--- src/hdl/mutual_exclusion_request_node_core_macros.svh ---
// Assertion macros shared by the mutual exclusion request node RTL.
`ifndef MUTUAL_EXCLUSION_REQUEST_NODE_CORE_MACROS_SVH
`define MUTUAL_EXCLUSION_REQUEST_NODE_CORE_MACROS_SVH

// Same-cycle implication, sampled on clk, off during reset.
`define MERQ_ASSERT_IMPL(label, ante, cons, msg) \
    label: assert property (@(posedge clk) disable iff (!rst_n) (ante) |-> (cons)) \
        else $error(msg);

// Next-cycle implication, sampled on clk, off during reset.
`define MERQ_ASSERT_NEXT(label, ante, cons, msg) \
    label: assert property (@(posedge clk) disable iff (!rst_n) (ante) |=> (cons)) \
        else $error(msg);

`endif

--- src/hdl/merq_pkg.sv ---
// Types and constants of the mutual exclusion request node.
package merq_pkg;

    localparam int MAX_NODES  = 16;
    localparam int NODE_W     = $clog2(MAX_NODES);
    localparam int STAMP_BITS = 16;
    localparam int QCNT_W     = NODE_W + 1;
    localparam int RCNT_W     = 5;
    localparam int NN_W       = 5;
    localparam int CFG_IDX_W  = 2;

    localparam logic [CFG_IDX_W-1:0] CFG_OWN_ID    = 2'd0;
    localparam logic [CFG_IDX_W-1:0] CFG_NUM_NODES = 2'd1;

    typedef enum logic [1:0] {
        FN_REQUEST = 2'd0,
        FN_REPLY   = 2'd1,
        FN_WANT    = 2'd2,
        FN_RELEASE = 2'd3
    } func_t;

    typedef enum logic [1:0] {
        ACT_BCAST = 2'd0,
        ACT_REPLY = 2'd1,
        ACT_ENTER = 2'd2
    } action_t;

    typedef enum logic [1:0] {
        NS_RELEASED = 2'd0,
        NS_WANTED   = 2'd1,
        NS_HELD     = 2'd2
    } node_state_t;

    // Outcome of one transaction, computed by the datapath.
    typedef enum logic [2:0] {
        DEC_NONE        = 3'd0,
        DEC_DEFER       = 3'd1,
        DEC_COUNT       = 3'd2,
        DEC_REPLY       = 3'd3,
        DEC_ENTER       = 3'd4,
        DEC_BCAST       = 3'd5,
        DEC_BCAST_ENTER = 3'd6,
        DEC_RELEASE     = 3'd7
    } dec_t;

    typedef struct packed {
        func_t                 func;
        logic [NODE_W-1:0]     peer_id;
        logic [STAMP_BITS-1:0] timestamp;
    } req_t;

    typedef struct packed {
        action_t               action;
        logic [NODE_W-1:0]     target_id;
        logic [STAMP_BITS-1:0] request_stamp;
        logic                  last;
    } rsp_t;

    typedef struct packed {
        logic load_in;
        logic commit;
        logic emit_enter;
        logic pop;
    } cmd_t;

    typedef struct packed {
        dec_t dec;
        logic out_free;
        logic queue_empty;
        logic queue_one;
    } sts_t;

endpackage

--- src/hdl/mutual_exclusion_request_node_core.sv ---
// Top level of the mutual exclusion request node: controller plus datapath.
//
// One node of a distributed lock built on timestamped requests.
// Request channel (req_valid / req_stall / req_payload): peer request,
// peer reply, local want or local release. A transaction is taken at an
// edge with req_valid high and req_stall low.
// Result channel (rsp_valid / rsp_stall / rsp_payload): broadcast, reply
// or enter-critical-section results; last marks the final result of the
// request that caused them. Requests that cause nothing give no result.
// Config channel (cfg_valid / cfg_ready / cfg_index / cfg_data): index 0
// own_id, index 1 num_nodes; other indexes are ignored. cfg_ready is
// always high; write only while the node is idle.
// Sequence: the controller registers a transaction in idle, then decides on
// it and writes any first result to the output register, waiting while that
// register is not free; a new transaction is taken only back in idle.
// A release drains the deferred queue at one reply per cycle while the
// result channel does not stall, holding the request channel until empty.
// A stalled result register holds its payload and blocks the controller.
// Reset: node released, queue empty, own_id 0, num_nodes 1.
module mutual_exclusion_request_node_core (
    input  logic                              clk,
    input  logic                              rst_n,
    input  logic                              req_valid,
    output logic                              req_stall,
    input  merq_pkg::req_t                    req_payload,
    output logic                              rsp_valid,
    input  logic                              rsp_stall,
    output merq_pkg::rsp_t                    rsp_payload,
    input  logic                              cfg_valid,
    output logic                              cfg_ready,
    input  logic [merq_pkg::CFG_IDX_W-1:0]    cfg_index,
    input  logic [merq_pkg::NN_W-1:0]         cfg_data
);

    merq_pkg::cmd_t cmd;
    merq_pkg::sts_t sts;

    // config registers take a write in any cycle
    assign cfg_ready = 1'b1;

    merq_ctrl u_ctrl (
        .clk       (clk),
        .rst_n     (rst_n),
        .req_valid (req_valid),
        .req_stall (req_stall),
        .sts       (sts),
        .cmd       (cmd)
    );

    merq_dp u_dp (
        .clk         (clk),
        .rst_n       (rst_n),
        .cfg_wr      (cfg_valid && cfg_ready),
        .cfg_index   (cfg_index),
        .cfg_data    (cfg_data),
        .req_payload (req_payload),
        .cmd         (cmd),
        .sts         (sts),
        .rsp_valid   (rsp_valid),
        .rsp_stall   (rsp_stall),
        .rsp_payload (rsp_payload)
    );

endmodule

--- src/hdl/merq_ctrl.sv ---
// Controller state machine of the mutual exclusion request node.
`include "mutual_exclusion_request_node_core_macros.svh"

module merq_ctrl (
    input  logic            clk,
    input  logic            rst_n,
    input  logic            req_valid,
    output logic            req_stall,
    input  merq_pkg::sts_t  sts,
    output merq_pkg::cmd_t  cmd
);

    typedef enum logic [3:0] {
        S_IDLE   = 4'b0001,
        S_DECIDE = 4'b0010,
        S_ENTER  = 4'b0100,
        S_DRAIN  = 4'b1000
    } state_t;

    state_t state_reg;
    state_t state_next;

    always_ff @(posedge clk or negedge rst_n)
    begin
        if (!rst_n)
        begin
            state_reg <= S_IDLE;
        end
        else
        begin
            state_reg <= state_next;
        end
    end

    assign req_stall = (state_reg != S_IDLE);

    always_comb
    begin
        state_next = state_reg;
        cmd        = '0;
        case (state_reg)
            S_IDLE:
            begin
                if (req_valid)
                begin
                    cmd.load_in = 1'b1;
                    state_next  = S_DECIDE;
                end
            end
            S_DECIDE:
            begin
                // results wait for a free output register
                if (!(sts.dec inside {merq_pkg::DEC_REPLY, merq_pkg::DEC_ENTER,
                                      merq_pkg::DEC_BCAST, merq_pkg::DEC_BCAST_ENTER})
                    || sts.out_free)
                begin
                    cmd.commit = 1'b1;
                    if (sts.dec == merq_pkg::DEC_BCAST_ENTER)
                    begin
                        state_next = S_ENTER;
                    end
                    else if (sts.dec == merq_pkg::DEC_RELEASE && !sts.queue_empty)
                    begin
                        state_next = S_DRAIN;
                    end
                    else
                    begin
                        state_next = S_IDLE;
                    end
                end
            end
            S_ENTER:
            begin
                if (sts.out_free)
                begin
                    cmd.emit_enter = 1'b1;
                    state_next     = S_IDLE;
                end
            end
            S_DRAIN:
            begin
                if (sts.out_free)
                begin
                    cmd.pop = 1'b1;
                    if (sts.queue_one)
                    begin
                        state_next = S_IDLE;
                    end
                end
            end
            default:
            begin
                state_next = S_IDLE;
            end
        endcase
    end

    `MERQ_ASSERT_IMPL(a_drain_nonempty, state_reg == S_DRAIN, !sts.queue_empty, "drain with empty queue")
    `MERQ_ASSERT_NEXT(a_bcast_enter, (state_reg == S_DECIDE) && cmd.commit && (sts.dec == merq_pkg::DEC_BCAST_ENTER), state_reg == S_ENTER, "enter not scheduled after broadcast")

endmodule

--- src/hdl/merq_dp.sv ---
// Datapath of the mutual exclusion request node: node state, queue, output register.
`include "mutual_exclusion_request_node_core_macros.svh"

module merq_dp (
    input  logic                                  clk,
    input  logic                                  rst_n,
    input  logic                                  cfg_wr,
    input  logic [merq_pkg::CFG_IDX_W-1:0]        cfg_index,
    input  logic [merq_pkg::NN_W-1:0]             cfg_data,
    input  merq_pkg::req_t                        req_payload,
    input  merq_pkg::cmd_t                        cmd,
    output merq_pkg::sts_t                        sts,
    output logic                                  rsp_valid,
    input  logic                                  rsp_stall,
    output merq_pkg::rsp_t                        rsp_payload
);

    localparam int NW = merq_pkg::NODE_W;
    localparam int SW = merq_pkg::STAMP_BITS;
    localparam int QW = merq_pkg::QCNT_W;
    localparam int RW = merq_pkg::RCNT_W;
    localparam logic [QW-1:0] QDEPTH = QW'(merq_pkg::MAX_NODES);

    // configuration
    logic [NW-1:0]                own_id_reg;
    logic [merq_pkg::NN_W-1:0]    num_nodes_reg;

    // protocol state
    merq_pkg::req_t               in_reg;
    merq_pkg::node_state_t        node_state_reg, node_state_next;
    logic [SW-1:0]                own_stamp_reg, own_stamp_next;
    logic [RW-1:0]                reply_count_reg, reply_count_next;
    logic [NW-1:0]                ids_reg [merq_pkg::MAX_NODES];
    logic [QW-1:0]                count_reg, count_next;
    logic [NW-1:0]                head_reg, head_next;

    // output register
    logic                         rsp_valid_reg, rsp_valid_next;
    merq_pkg::rsp_t               rsp_reg, rsp_next;

    logic [NW-1:0]                needed;
    logic [RW-1:0]                cnt_inc;
    logic                         own_first;
    logic                         q_full;
    logic [NW-1:0]                tail;
    logic                         id_we;
    merq_pkg::dec_t               dec;

    always_ff @(posedge clk or negedge rst_n)
    begin
        if (!rst_n)
        begin
            own_id_reg    <= '0;
            num_nodes_reg <= merq_pkg::NN_W'(1);
        end
        else if (cfg_wr)
        begin
            if (cfg_index == merq_pkg::CFG_OWN_ID)
            begin
                own_id_reg <= cfg_data[NW-1:0];
            end
            else if (cfg_index == merq_pkg::CFG_NUM_NODES)
            begin
                num_nodes_reg <= cfg_data;
            end
        end
    end

    // replies needed: group size clamped to 1..MAX_NODES, minus one
    always_comb
    begin
        if (num_nodes_reg == '0)
        begin
            needed = '0;
        end
        else if (num_nodes_reg > merq_pkg::NN_W'(merq_pkg::MAX_NODES))
        begin
            needed = NW'(merq_pkg::MAX_NODES - 1);
        end
        else
        begin
            needed = NW'(num_nodes_reg - merq_pkg::NN_W'(1));
        end
    end

    assign cnt_inc   = (reply_count_reg == '1) ? reply_count_reg : reply_count_reg + RW'(1);
    assign own_first = (own_stamp_reg < in_reg.timestamp) ||
                       ((own_stamp_reg == in_reg.timestamp) && (own_id_reg < in_reg.peer_id));
    assign q_full    = (count_reg >= QDEPTH);
    assign tail      = head_reg + count_reg[NW-1:0];

    always_comb
    begin
        dec = merq_pkg::DEC_NONE;
        case (in_reg.func)
            merq_pkg::FN_REQUEST:
            begin
                if (in_reg.peer_id == own_id_reg)
                begin
                    dec = merq_pkg::DEC_NONE;
                end
                else if ((node_state_reg == merq_pkg::NS_HELD ||
                          (node_state_reg == merq_pkg::NS_WANTED && own_first)) && !q_full)
                begin
                    dec = merq_pkg::DEC_DEFER;
                end
                else
                begin
                    dec = merq_pkg::DEC_REPLY;
                end
            end
            merq_pkg::FN_REPLY:
            begin
                if (in_reg.peer_id == own_id_reg || node_state_reg != merq_pkg::NS_WANTED)
                begin
                    dec = merq_pkg::DEC_NONE;
                end
                else if (cnt_inc >= RW'(needed))
                begin
                    dec = merq_pkg::DEC_ENTER;
                end
                else
                begin
                    dec = merq_pkg::DEC_COUNT;
                end
            end
            merq_pkg::FN_WANT:
            begin
                if (node_state_reg != merq_pkg::NS_RELEASED)
                begin
                    dec = merq_pkg::DEC_NONE;
                end
                else if (needed == '0)
                begin
                    dec = merq_pkg::DEC_BCAST_ENTER;
                end
                else
                begin
                    dec = merq_pkg::DEC_BCAST;
                end
            end
            merq_pkg::FN_RELEASE:
            begin
                if (node_state_reg == merq_pkg::NS_HELD)
                begin
                    dec = merq_pkg::DEC_RELEASE;
                end
            end
            default:
            begin
                dec = merq_pkg::DEC_NONE;
            end
        endcase
    end

    always_comb
    begin
        node_state_next  = node_state_reg;
        own_stamp_next   = own_stamp_reg;
        reply_count_next = reply_count_reg;
        count_next       = count_reg;
        head_next        = head_reg;
        id_we            = 1'b0;
        rsp_next         = rsp_reg;
        rsp_valid_next   = rsp_valid_reg && rsp_stall;

        if (cmd.commit)
        begin
            case (dec)
                merq_pkg::DEC_DEFER:
                begin
                    id_we      = 1'b1;
                    count_next = count_reg + QW'(1);
                end
                merq_pkg::DEC_COUNT:
                begin
                    reply_count_next = cnt_inc;
                end
                merq_pkg::DEC_ENTER:
                begin
                    reply_count_next = cnt_inc;
                    node_state_next  = merq_pkg::NS_HELD;
                    rsp_valid_next   = 1'b1;
                    rsp_next         = '{merq_pkg::ACT_ENTER, '0, '0, 1'b1};
                end
                merq_pkg::DEC_REPLY:
                begin
                    rsp_valid_next = 1'b1;
                    rsp_next       = '{merq_pkg::ACT_REPLY, in_reg.peer_id, '0, 1'b1};
                end
                merq_pkg::DEC_BCAST:
                begin
                    own_stamp_next   = in_reg.timestamp;
                    node_state_next  = merq_pkg::NS_WANTED;
                    reply_count_next = '0;
                    rsp_valid_next   = 1'b1;
                    rsp_next         = '{merq_pkg::ACT_BCAST, '0, in_reg.timestamp, 1'b1};
                end
                merq_pkg::DEC_BCAST_ENTER:
                begin
                    own_stamp_next   = in_reg.timestamp;
                    node_state_next  = merq_pkg::NS_HELD;
                    reply_count_next = '0;
                    rsp_valid_next   = 1'b1;
                    rsp_next         = '{merq_pkg::ACT_BCAST, '0, in_reg.timestamp, 1'b0};
                end
                merq_pkg::DEC_RELEASE:
                begin
                    node_state_next = merq_pkg::NS_RELEASED;
                end
                default:
                begin
                    node_state_next = node_state_reg;
                end
            endcase
        end
        else if (cmd.emit_enter)
        begin
            rsp_valid_next = 1'b1;
            rsp_next       = '{merq_pkg::ACT_ENTER, '0, '0, 1'b1};
        end
        else if (cmd.pop)
        begin
            head_next      = head_reg + NW'(1);
            count_next     = count_reg - QW'(1);
            rsp_valid_next = 1'b1;
            rsp_next       = '{merq_pkg::ACT_REPLY, ids_reg[head_reg], '0,
                               count_reg == QW'(1)};
        end
    end

    always_ff @(posedge clk or negedge rst_n)
    begin
        if (!rst_n)
        begin
            node_state_reg  <= merq_pkg::NS_RELEASED;
            own_stamp_reg   <= '0;
            reply_count_reg <= '0;
            count_reg       <= '0;
            head_reg        <= '0;
            rsp_valid_reg   <= 1'b0;
        end
        else
        begin
            node_state_reg  <= node_state_next;
            own_stamp_reg   <= own_stamp_next;
            reply_count_reg <= reply_count_next;
            count_reg       <= count_next;
            head_reg        <= head_next;
            rsp_valid_reg   <= rsp_valid_next;
        end
    end

    // payload registers, no reset
    always_ff @(posedge clk)
    begin
        rsp_reg <= rsp_next;
        if (cmd.load_in)
        begin
            in_reg <= req_payload;
        end
        if (id_we)
        begin
            ids_reg[tail] <= in_reg.peer_id;
        end
    end

    assign sts.dec         = dec;
    assign sts.out_free    = !rsp_valid_reg || !rsp_stall;
    assign sts.queue_empty = (count_reg == '0);
    assign sts.queue_one   = (count_reg == QW'(1));

    assign rsp_valid   = rsp_valid_reg;
    assign rsp_payload = rsp_reg;

    `MERQ_ASSERT_IMPL(a_q_bound, 1'b1, count_reg <= QDEPTH, "deferred count beyond depth")
    `MERQ_ASSERT_IMPL(a_defer_room, id_we, count_reg < QDEPTH, "deferral into full queue")
    `MERQ_ASSERT_NEXT(a_pop_dec, cmd.pop, count_reg + QW'(1) == $past(count_reg), "pop did not shrink queue")

endmodule
--- config.mk ---
export PLATFORM = sky130hd
export DESIGN_NAME = mutual_exclusion_request_node_core
export DESIGN_NICKNAME = d
export VERILOG_FILES = /design/src/hdl/merq_pkg.sv /design/src/hdl/mutual_exclusion_request_node_core.sv /design/src/hdl/merq_ctrl.sv /design/src/hdl/merq_dp.sv
export VERILOG_INCLUDE_DIRS = /design/src /design/src/hdl
export SDC_FILE = /design/constraint.sdc
export NUM_CORES = 1
export LEC_CHECK = 0
export BUFFER_PORTS_ARGS = -buffer_cell sky130_fd_sc_hd__buf_2
export CAP_MARGIN = 40
export CORE_MARGIN = 2
export CORE_UTILIZATION = 55
export CTS_CLUSTER_DIAMETER = 100
export DETAILED_ROUTE_END_ITERATION = 8
export PLACE_DENSITY = 0.76
export SYNTH_ARGS = -nofsm -noshare
export SYNTH_HDL_FRONTEND = slang
export SYNTH_SLANG_ARGS = --single-unit
--- constraint.sdc ---
create_clock -name clk -period 6.1 [get_ports clk]
set_input_delay 0.915 -clock clk [delete_from_list [all_inputs] [get_ports clk]]
set_output_delay 0.915 -clock clk [all_outputs]
set_load 0.05 [all_outputs]
==> results_dict.tcl, run 1 <==
set metrics [dict create \
    clkTransAtPathRegs_ns 0.07 \
    cts_resized 0 \
    worstPathRequired_ns 6.27 \
    arrival_ns 4.26 \
    maxSlewViolCount 0 \
    vias 4433 \
    seq_area_frac_synth_pct 61.2 \
    syn_nets 571 \
    clockBufferDepth 2 \
    fp.dieH_um 119 \
    p_leak_nw 3.28 \
    largest_reg_flops 64 \
    rows 41 \
    fin_ws_ns 2.01 \
    synthArstFlopShare_pct 29.7 \
    switching_power_mw 1.08 \
    synth_warnings 0 \
    totalWireLength_um 14500 \
    p_sw_share_pct 33.3 \
    grt_max_degree 28 \
    core_mm2 0.0127 \
    firstDrtPassIters 5 \
    syn_to_final_growth_pct 14.1 \
    syn-cell-area_mm2 0.00723 \
    io_pins 60 \
    synthCells 502 \
    drc_errors 0 \
    synth.distinct_cells 61 \
    hold_viol 0 \
    post_cts_buffers 0 \
    final_util_pct 64.9 \
    skew_ns 0.00826 \
    timing.setup.tns_ns 0 \
    p_int_mw 2.17 \
    tightest_slew_ns 0.865 \
    clk_latency_ns 0.43 \
    synth_top_area_share_pct 45.2 \
    final_cells 753 \
    reg2reg_to "u_dp.rsp_payload[1]" \
    nets 638 \
    ctsHoldBuffers 0 \
    setup_viol 0 \
    worstPathMaxFanout 27 \
    fin_hold_ws_ns 0.475 \
    synthFlopType "edfxtp_1" \
    dieArea_mm2 0.0141 \
    ff2ff_setup_slack_ns 2.01 \
    cp-end-kind "register" \
    status "complete, no violations" \
    vdd_drop_max_v 0.000217 \
    power_frac_comb_pct 26.4 \
    wl_per_cell_um 19.2 \
    grtUsageTotal_pct 21.8 \
    preCtsSetupSlack_ns 2.03 \
    portBuffers 58 \
    finalCritPeriodShare_pct 67.1 \
    rsz0062_at_grt "false" \
    start_kind "register" \
    met3_usage_pct 5.98 \
    drive_gt1_share_pct 27.0 \
    syn_area_per_cell_um2 14.4 \
    synth_top_area_cell "edfxtp_1" \
    grt-busiest-layer "met2" \
    max_cap_violations 0 \
    period_needed_ns 4.09 \
    reg2regPathDepth 11 \
    hold_class "input pin to async pin" \
    slew-limit-headroom_pct 42.1 \
    placed_cells 722 \
    numCtsBuffers 17 \
    grt_first_pass_wirelength_um 23300 \
    viasPerCell 5.89 \
    grt_util_met2_pct 36.2 \
    antenna_found_initial 0 \
    place_congestion 0.857 \
    grt_pass1_vias 4552 \
    dieWidth_um 119 \
    post-dp-hpwl_um 10100 \
    drt.antenna.violating_nets 0 \
    cts_tree "built" \
    start_util_pct 56.9 \
    yosys-top-cells-area "edfxtp_1, dfrtp_1, mux4_2, ha_1, mux2_2" \
    synth_common_cells "edfxtp_1, dfrtp_1, ha_1, inv_1, nor2_1" \
    root_buffer "clkbuf_16" \
    num-fill-cells 940 \
    diodes 0 \
    r2r-start "u_dp.reply_count_reg[0]" \
    clockPowerShare_pct 29.7 \
    worstSetupPathType "register to register" \
    ys_ff_latch 155 \
    drtIter0Drc 357 \
    powerDensity_mw_per_mm2 394 \
    htreeDepth 4 \
    use_met1_pct 26.6 \
    yosysMostFrequentCell "edfxtp_1" \
    cts_sinks 155 \
    synth-edff-count 109 \
    max_freq_mhz 244 \
    grt_overflow_total 0 \
    p_seq_share_pct 43.9 \
]
area by class of cell:
type                            instances  area [um^2]  share of cell area [%]
Multi-Input combinational cell        302         2630                    31.8
Inverter                               31          116                    1.41
Sequential cell                       155         4430                    53.6
Tap cell                              172          215                    2.61
Clock inverter                         14          113                    1.36
Timing Repair Buffer                   62          333                    4.03
Clock buffer                           17          425                    5.15
critical path, cell delays in order (launching register included):
cell      delay [ns]
dfrtp_1         0.43
ha_1            0.27
and3_1          0.23
nand2_1         0.18
mux2_2          0.37
ha_1            0.27
a211oi_1        0.06
o21ai_0         0.43
a211oi_4        0.19
o21ai_4         0.71
a32oi_2         0.33
buf_4           0.31
placed cells by master (no fill, tap or decap), types with 3 or more instances in the layout:
cell type,count
mux4_2,20
mux2_4,8
mux2_2,18
ha_1,34
buf_4,3
nand3_1,10
nand2b_1,12
and3_1,4
inv_6,6
nor2_1,30
clkbuf_16,17
dfrtp_1,44
nand3b_1,3
nor3_1,23
clkinvlp_4,3
nand2_1,21
nand4_1,6
xor2_1,5
a21oi_1,18
or2_2,4
buf_2,58
o21ai_0,11
mux2i_1,4
a32o_1,5
a211oi_1,3
o31ai_1,4
nor2b_1,6
xnor2_1,11
inv_1,31
a21o_1,6
edfxtp_1,109
layer usage:
layer,wire (um),vias up
met3,688,32
met4,412,0
li1,-,2042
met1,5950,2213
met5,0,-
met2,7410,146
worst max path at each step:
stage,start,endpoint
after floorplan,u_dp.reply_count_reg[0],u_dp.rsp_payload[0]
after global placement,u_dp.reply_count_reg[0],u_dp.rsp_payload[5]
after detailed placement,u_dp.reply_count_reg[0],u_dp.rsp_payload[22]
after CTS,u_dp.reply_count_reg[0],u_dp.rsp_payload[15]
after global routing,u_dp.num_nodes_reg[0],u_dp.rsp_payload[22]
final,u_dp.reply_count_reg[0],u_dp.rsp_payload[1]
power by group through the flow:
stage / Clock [mW] / Sequential [mW] / Combinational, mW
2_1_floorplan: 0 / 1.50 / 0.563
3_3_place_gp: 0 / 1.44 / 0.817
3_5_place_dp: 0 / 1.44 / 0.849
4_1_cts: 0.984 / 1.43 / 0.860
5_1_grt: 1.03 / 1.45 / 0.933
6_report: 0.966 / 1.43 / 0.860
cell families (layout without fill, tap and decap cells):
| family | after synthesis | in the layout | synth area share [%] |
|---|---|---|---|
| multiplexers | 50 | 50 | 11.2 |
| AND/OR/NAND/NOR | 129 | 129 | 9.11 |
| buffers and inverters | 45 | 124 | 2.61 |
| flip-flops | 155 | 155 | 61.2 |
| adder cells (fa/ha/maj) | 35 | 35 | 6.16 |
| other | 1 | 1 | 0.0518 |
| XOR/XNOR | 16 | 16 | 1.94 |
| AO/OA/AOI/OAI | 71 | 71 | 7.70 |
stage by stage:
stage,power [mW],instance area (um^2)
3_5_place_dp,2.29,7720
4_1_cts,3.27,8260
2_1_floorplan,2.06,7230
5_1_grt,3.41,8260
3_3_place_gp,2.25,7700
6_report,3.25,8260
Power figures use the tool's default switching activity.
==> run 2, diff against run 1 <==
Settings changed: CORE_UTILIZATION 55 to 54, PLACE_DENSITY 0.76 to 0.78.
Clock period 6.1 ns to 3.37 ns, I/O delays scaled along.
==> run 2 against run 1 <==
Routed wire length is 5.0% higher. Clock-buffer cell count did not move. Clock skew is 0.0010 ns higher. Global-route usage up 0.72 points. Fmax increased by 24%. Hold slack got worse by 0.22 ns. Clock power up 92%. Critical path depth unchanged. Critical endpoint is now u_dp.ids_reg[4][0]. Highest routed layer unchanged.
==> results_dict.tcl, run 2 (synthesis results as in run 1) <==
set metrics [dict create \
    rsz0062_at_grt "true" \
    syn_to_final_growth_pct 19.3 \
    grtUsageTotal_pct 22.5 \
    max_cap_violations 0 \
    arrival_ns 3.44 \
    vdd_drop_max_v 0.000460 \
    antenna_found_initial 0 \
    powerDensity_mw_per_mm2 714 \
    use_met1_pct 27.1 \
    drive_gt1_share_pct 34.1 \
    firstDrtPassIters 4 \
    setup_viol 0 \
    cts_tree "built" \
    seqCellArea_mm2 0.00443 \
    grt_overflow_total 0 \
    worstPathRequired_ns 3.51 \
    vias 4469 \
    start_util_pct 55.1 \
    tightest_slew_ns 0.677 \
    power.total_mw 6.16 \
    period_needed_ns 3.30 \
    hold_viol 0 \
    drc_errors 0 \
    cpMaxStageDelayCell "or4_1" \
    cpPeakStageDelay_ns 0.51 \
    reg2regPathDepth 11 \
    drt.antenna.violating_nets 0 \
    finalCritPeriodShare_pct 97.8 \
    hold_class "input pin to register" \
    final_cells 778 \
    core_mm2 0.0131 \
    hold_depth 1 \
    grt_first_pass_wirelength_um 24400 \
    grt_max_degree 37 \
    wl_per_cell_um 19.5 \
    p_leak_nw 3.45 \
    grt-busiest-layer "met2" \
    worstPathMaxFanout 4 \
    cp-startpoint "u_dp.in_reg[5]" \
    num-fill-cells 918 \
    maxSlewViolCount 0 \
    grt_util_met2_pct 38.4 \
    diodes 0 \
    viasPerCell 5.74 \
    clockBufferDepth 2 \
    cts_sinks 155 \
    grt_pass1_vias 4779 \
    met3_usage_pct 5.13 \
    reg2reg_to "u_dp.ids_reg[4][0]" \
    dieWidth_um 120 \
    placed_cells 743 \
    cp.buffers_inverters 3 \
    post-dp-hpwl_um 10800 \
    slew-limit-headroom_pct 54.7 \
    clkTransAtPathRegs_ns 0.07 \
    mostFrequentLayoutCells "edfxtp_1, buf_2, dfrtp_1" \
    start_kind "register" \
    fp.dieH_um 120 \
    multi_input_area_mm2 0.00278 \
    r2r-start "u_dp.in_reg[5]" \
    place_congestion 0.878 \
    io_pins 60 \
    timing.setup.tns_ns 0 \
    max_freq_mhz 303 \
    hold_start "req_payload[16]" \
    drtIter0Drc 374 \
    cp-end-kind "register" \
    ff2ff_setup_slack_ns 0.07 \
    clk_latency_ns 0.43 \
    dieArea_mm2 0.0143 \
    totalWireLength_um 15200 \
    htreeDepth 4 \
    nets 658 \
    rows 42 \
    skew_ns 0.00926 \
    worstSetupPathType "register to register" \
    largest_reg_flops 64 \
    numCtsBuffers 17 \
    root_buffer "clkbuf_16" \
    cp_cell_sequence "inv_1, ha_1, nand4_1, or4_1, o32ai_2, a21oi_1, nor4_2, buf_4, nand3_1, nor3_1, buf_4" \
    status "complete, no violations" \
    final_common_cell "edfxtp_1" \
    portBuffers 58 \
    critical-path-top-delay-family "simple AND/OR/NAND/NOR gates" \
    cpMostUsedCell "buf_4" \
    hold_end "u_dp.in_reg[16]" \
]
[run 2: metal layers]
metal,vias to the layer above,routed length [um]
li1,2086,-
met1,2228,6170
met2,121,7910
met3,34,655
met4,0,451
met5,-,0
[run 2: layout make-up]
type	count	share of cell area, %
well taps	176	2.55
clock buffers	17	4.93
flip-flops and latches	155	51.3
clock inverters	15	1.74
inverters	31	1.35
multi-input cells	302	32.2
repair buffers	82	5.91
[run 2: worst max path at each step]
stage / to / cells past startpoint
5_1_grt: u_dp.ids_reg[8][0] / 11
4_1_cts: u_dp.ids_reg[14][2] / 10
2_1_floorplan: u_dp.rsp_payload[0] / 11
3_5_place_dp: u_dp.rsp_payload[20] / 14
3_3_place_gp: u_dp.ids_reg[12][3] / 11
6_report: u_dp.ids_reg[4][0] / 11
[run 2: power breakdown]
part / switching [mW] / leakage [nW] / total [mW] / internal, mW
Combinational: 1.07 / 1.59 / 1.77 / 0.697
Clock: 0.810 / 0.288 / 1.85 / 1.04
Sequential: 0.177 / 1.58 / 2.54 / 2.36
[run 2: stage by stage]
step	utilization (%)	area, um^2	hold slack (ns)	setup WS, ns
floorplan	-	7320	0.210	-0.152
global placement	60.2	7910	0.491	0.107
detailed placement	60.4	7930	0.305	-0.00864
CTS	64.9	8530	0.235	0.00791
global route	65.7	8630	0.232	-0.0974
finish	65.7	8630	0.251	0.0743
[run 2: timing repair]
item                                    in CTS  in global routing
gates resized for setup                      3                 21
buffers inserted                             0                  2
hold endpoints to repair                     1                  0
endpoints found under the setup margin       8                114
pin swaps                                    0                  5
hold buffers                                 1                  0
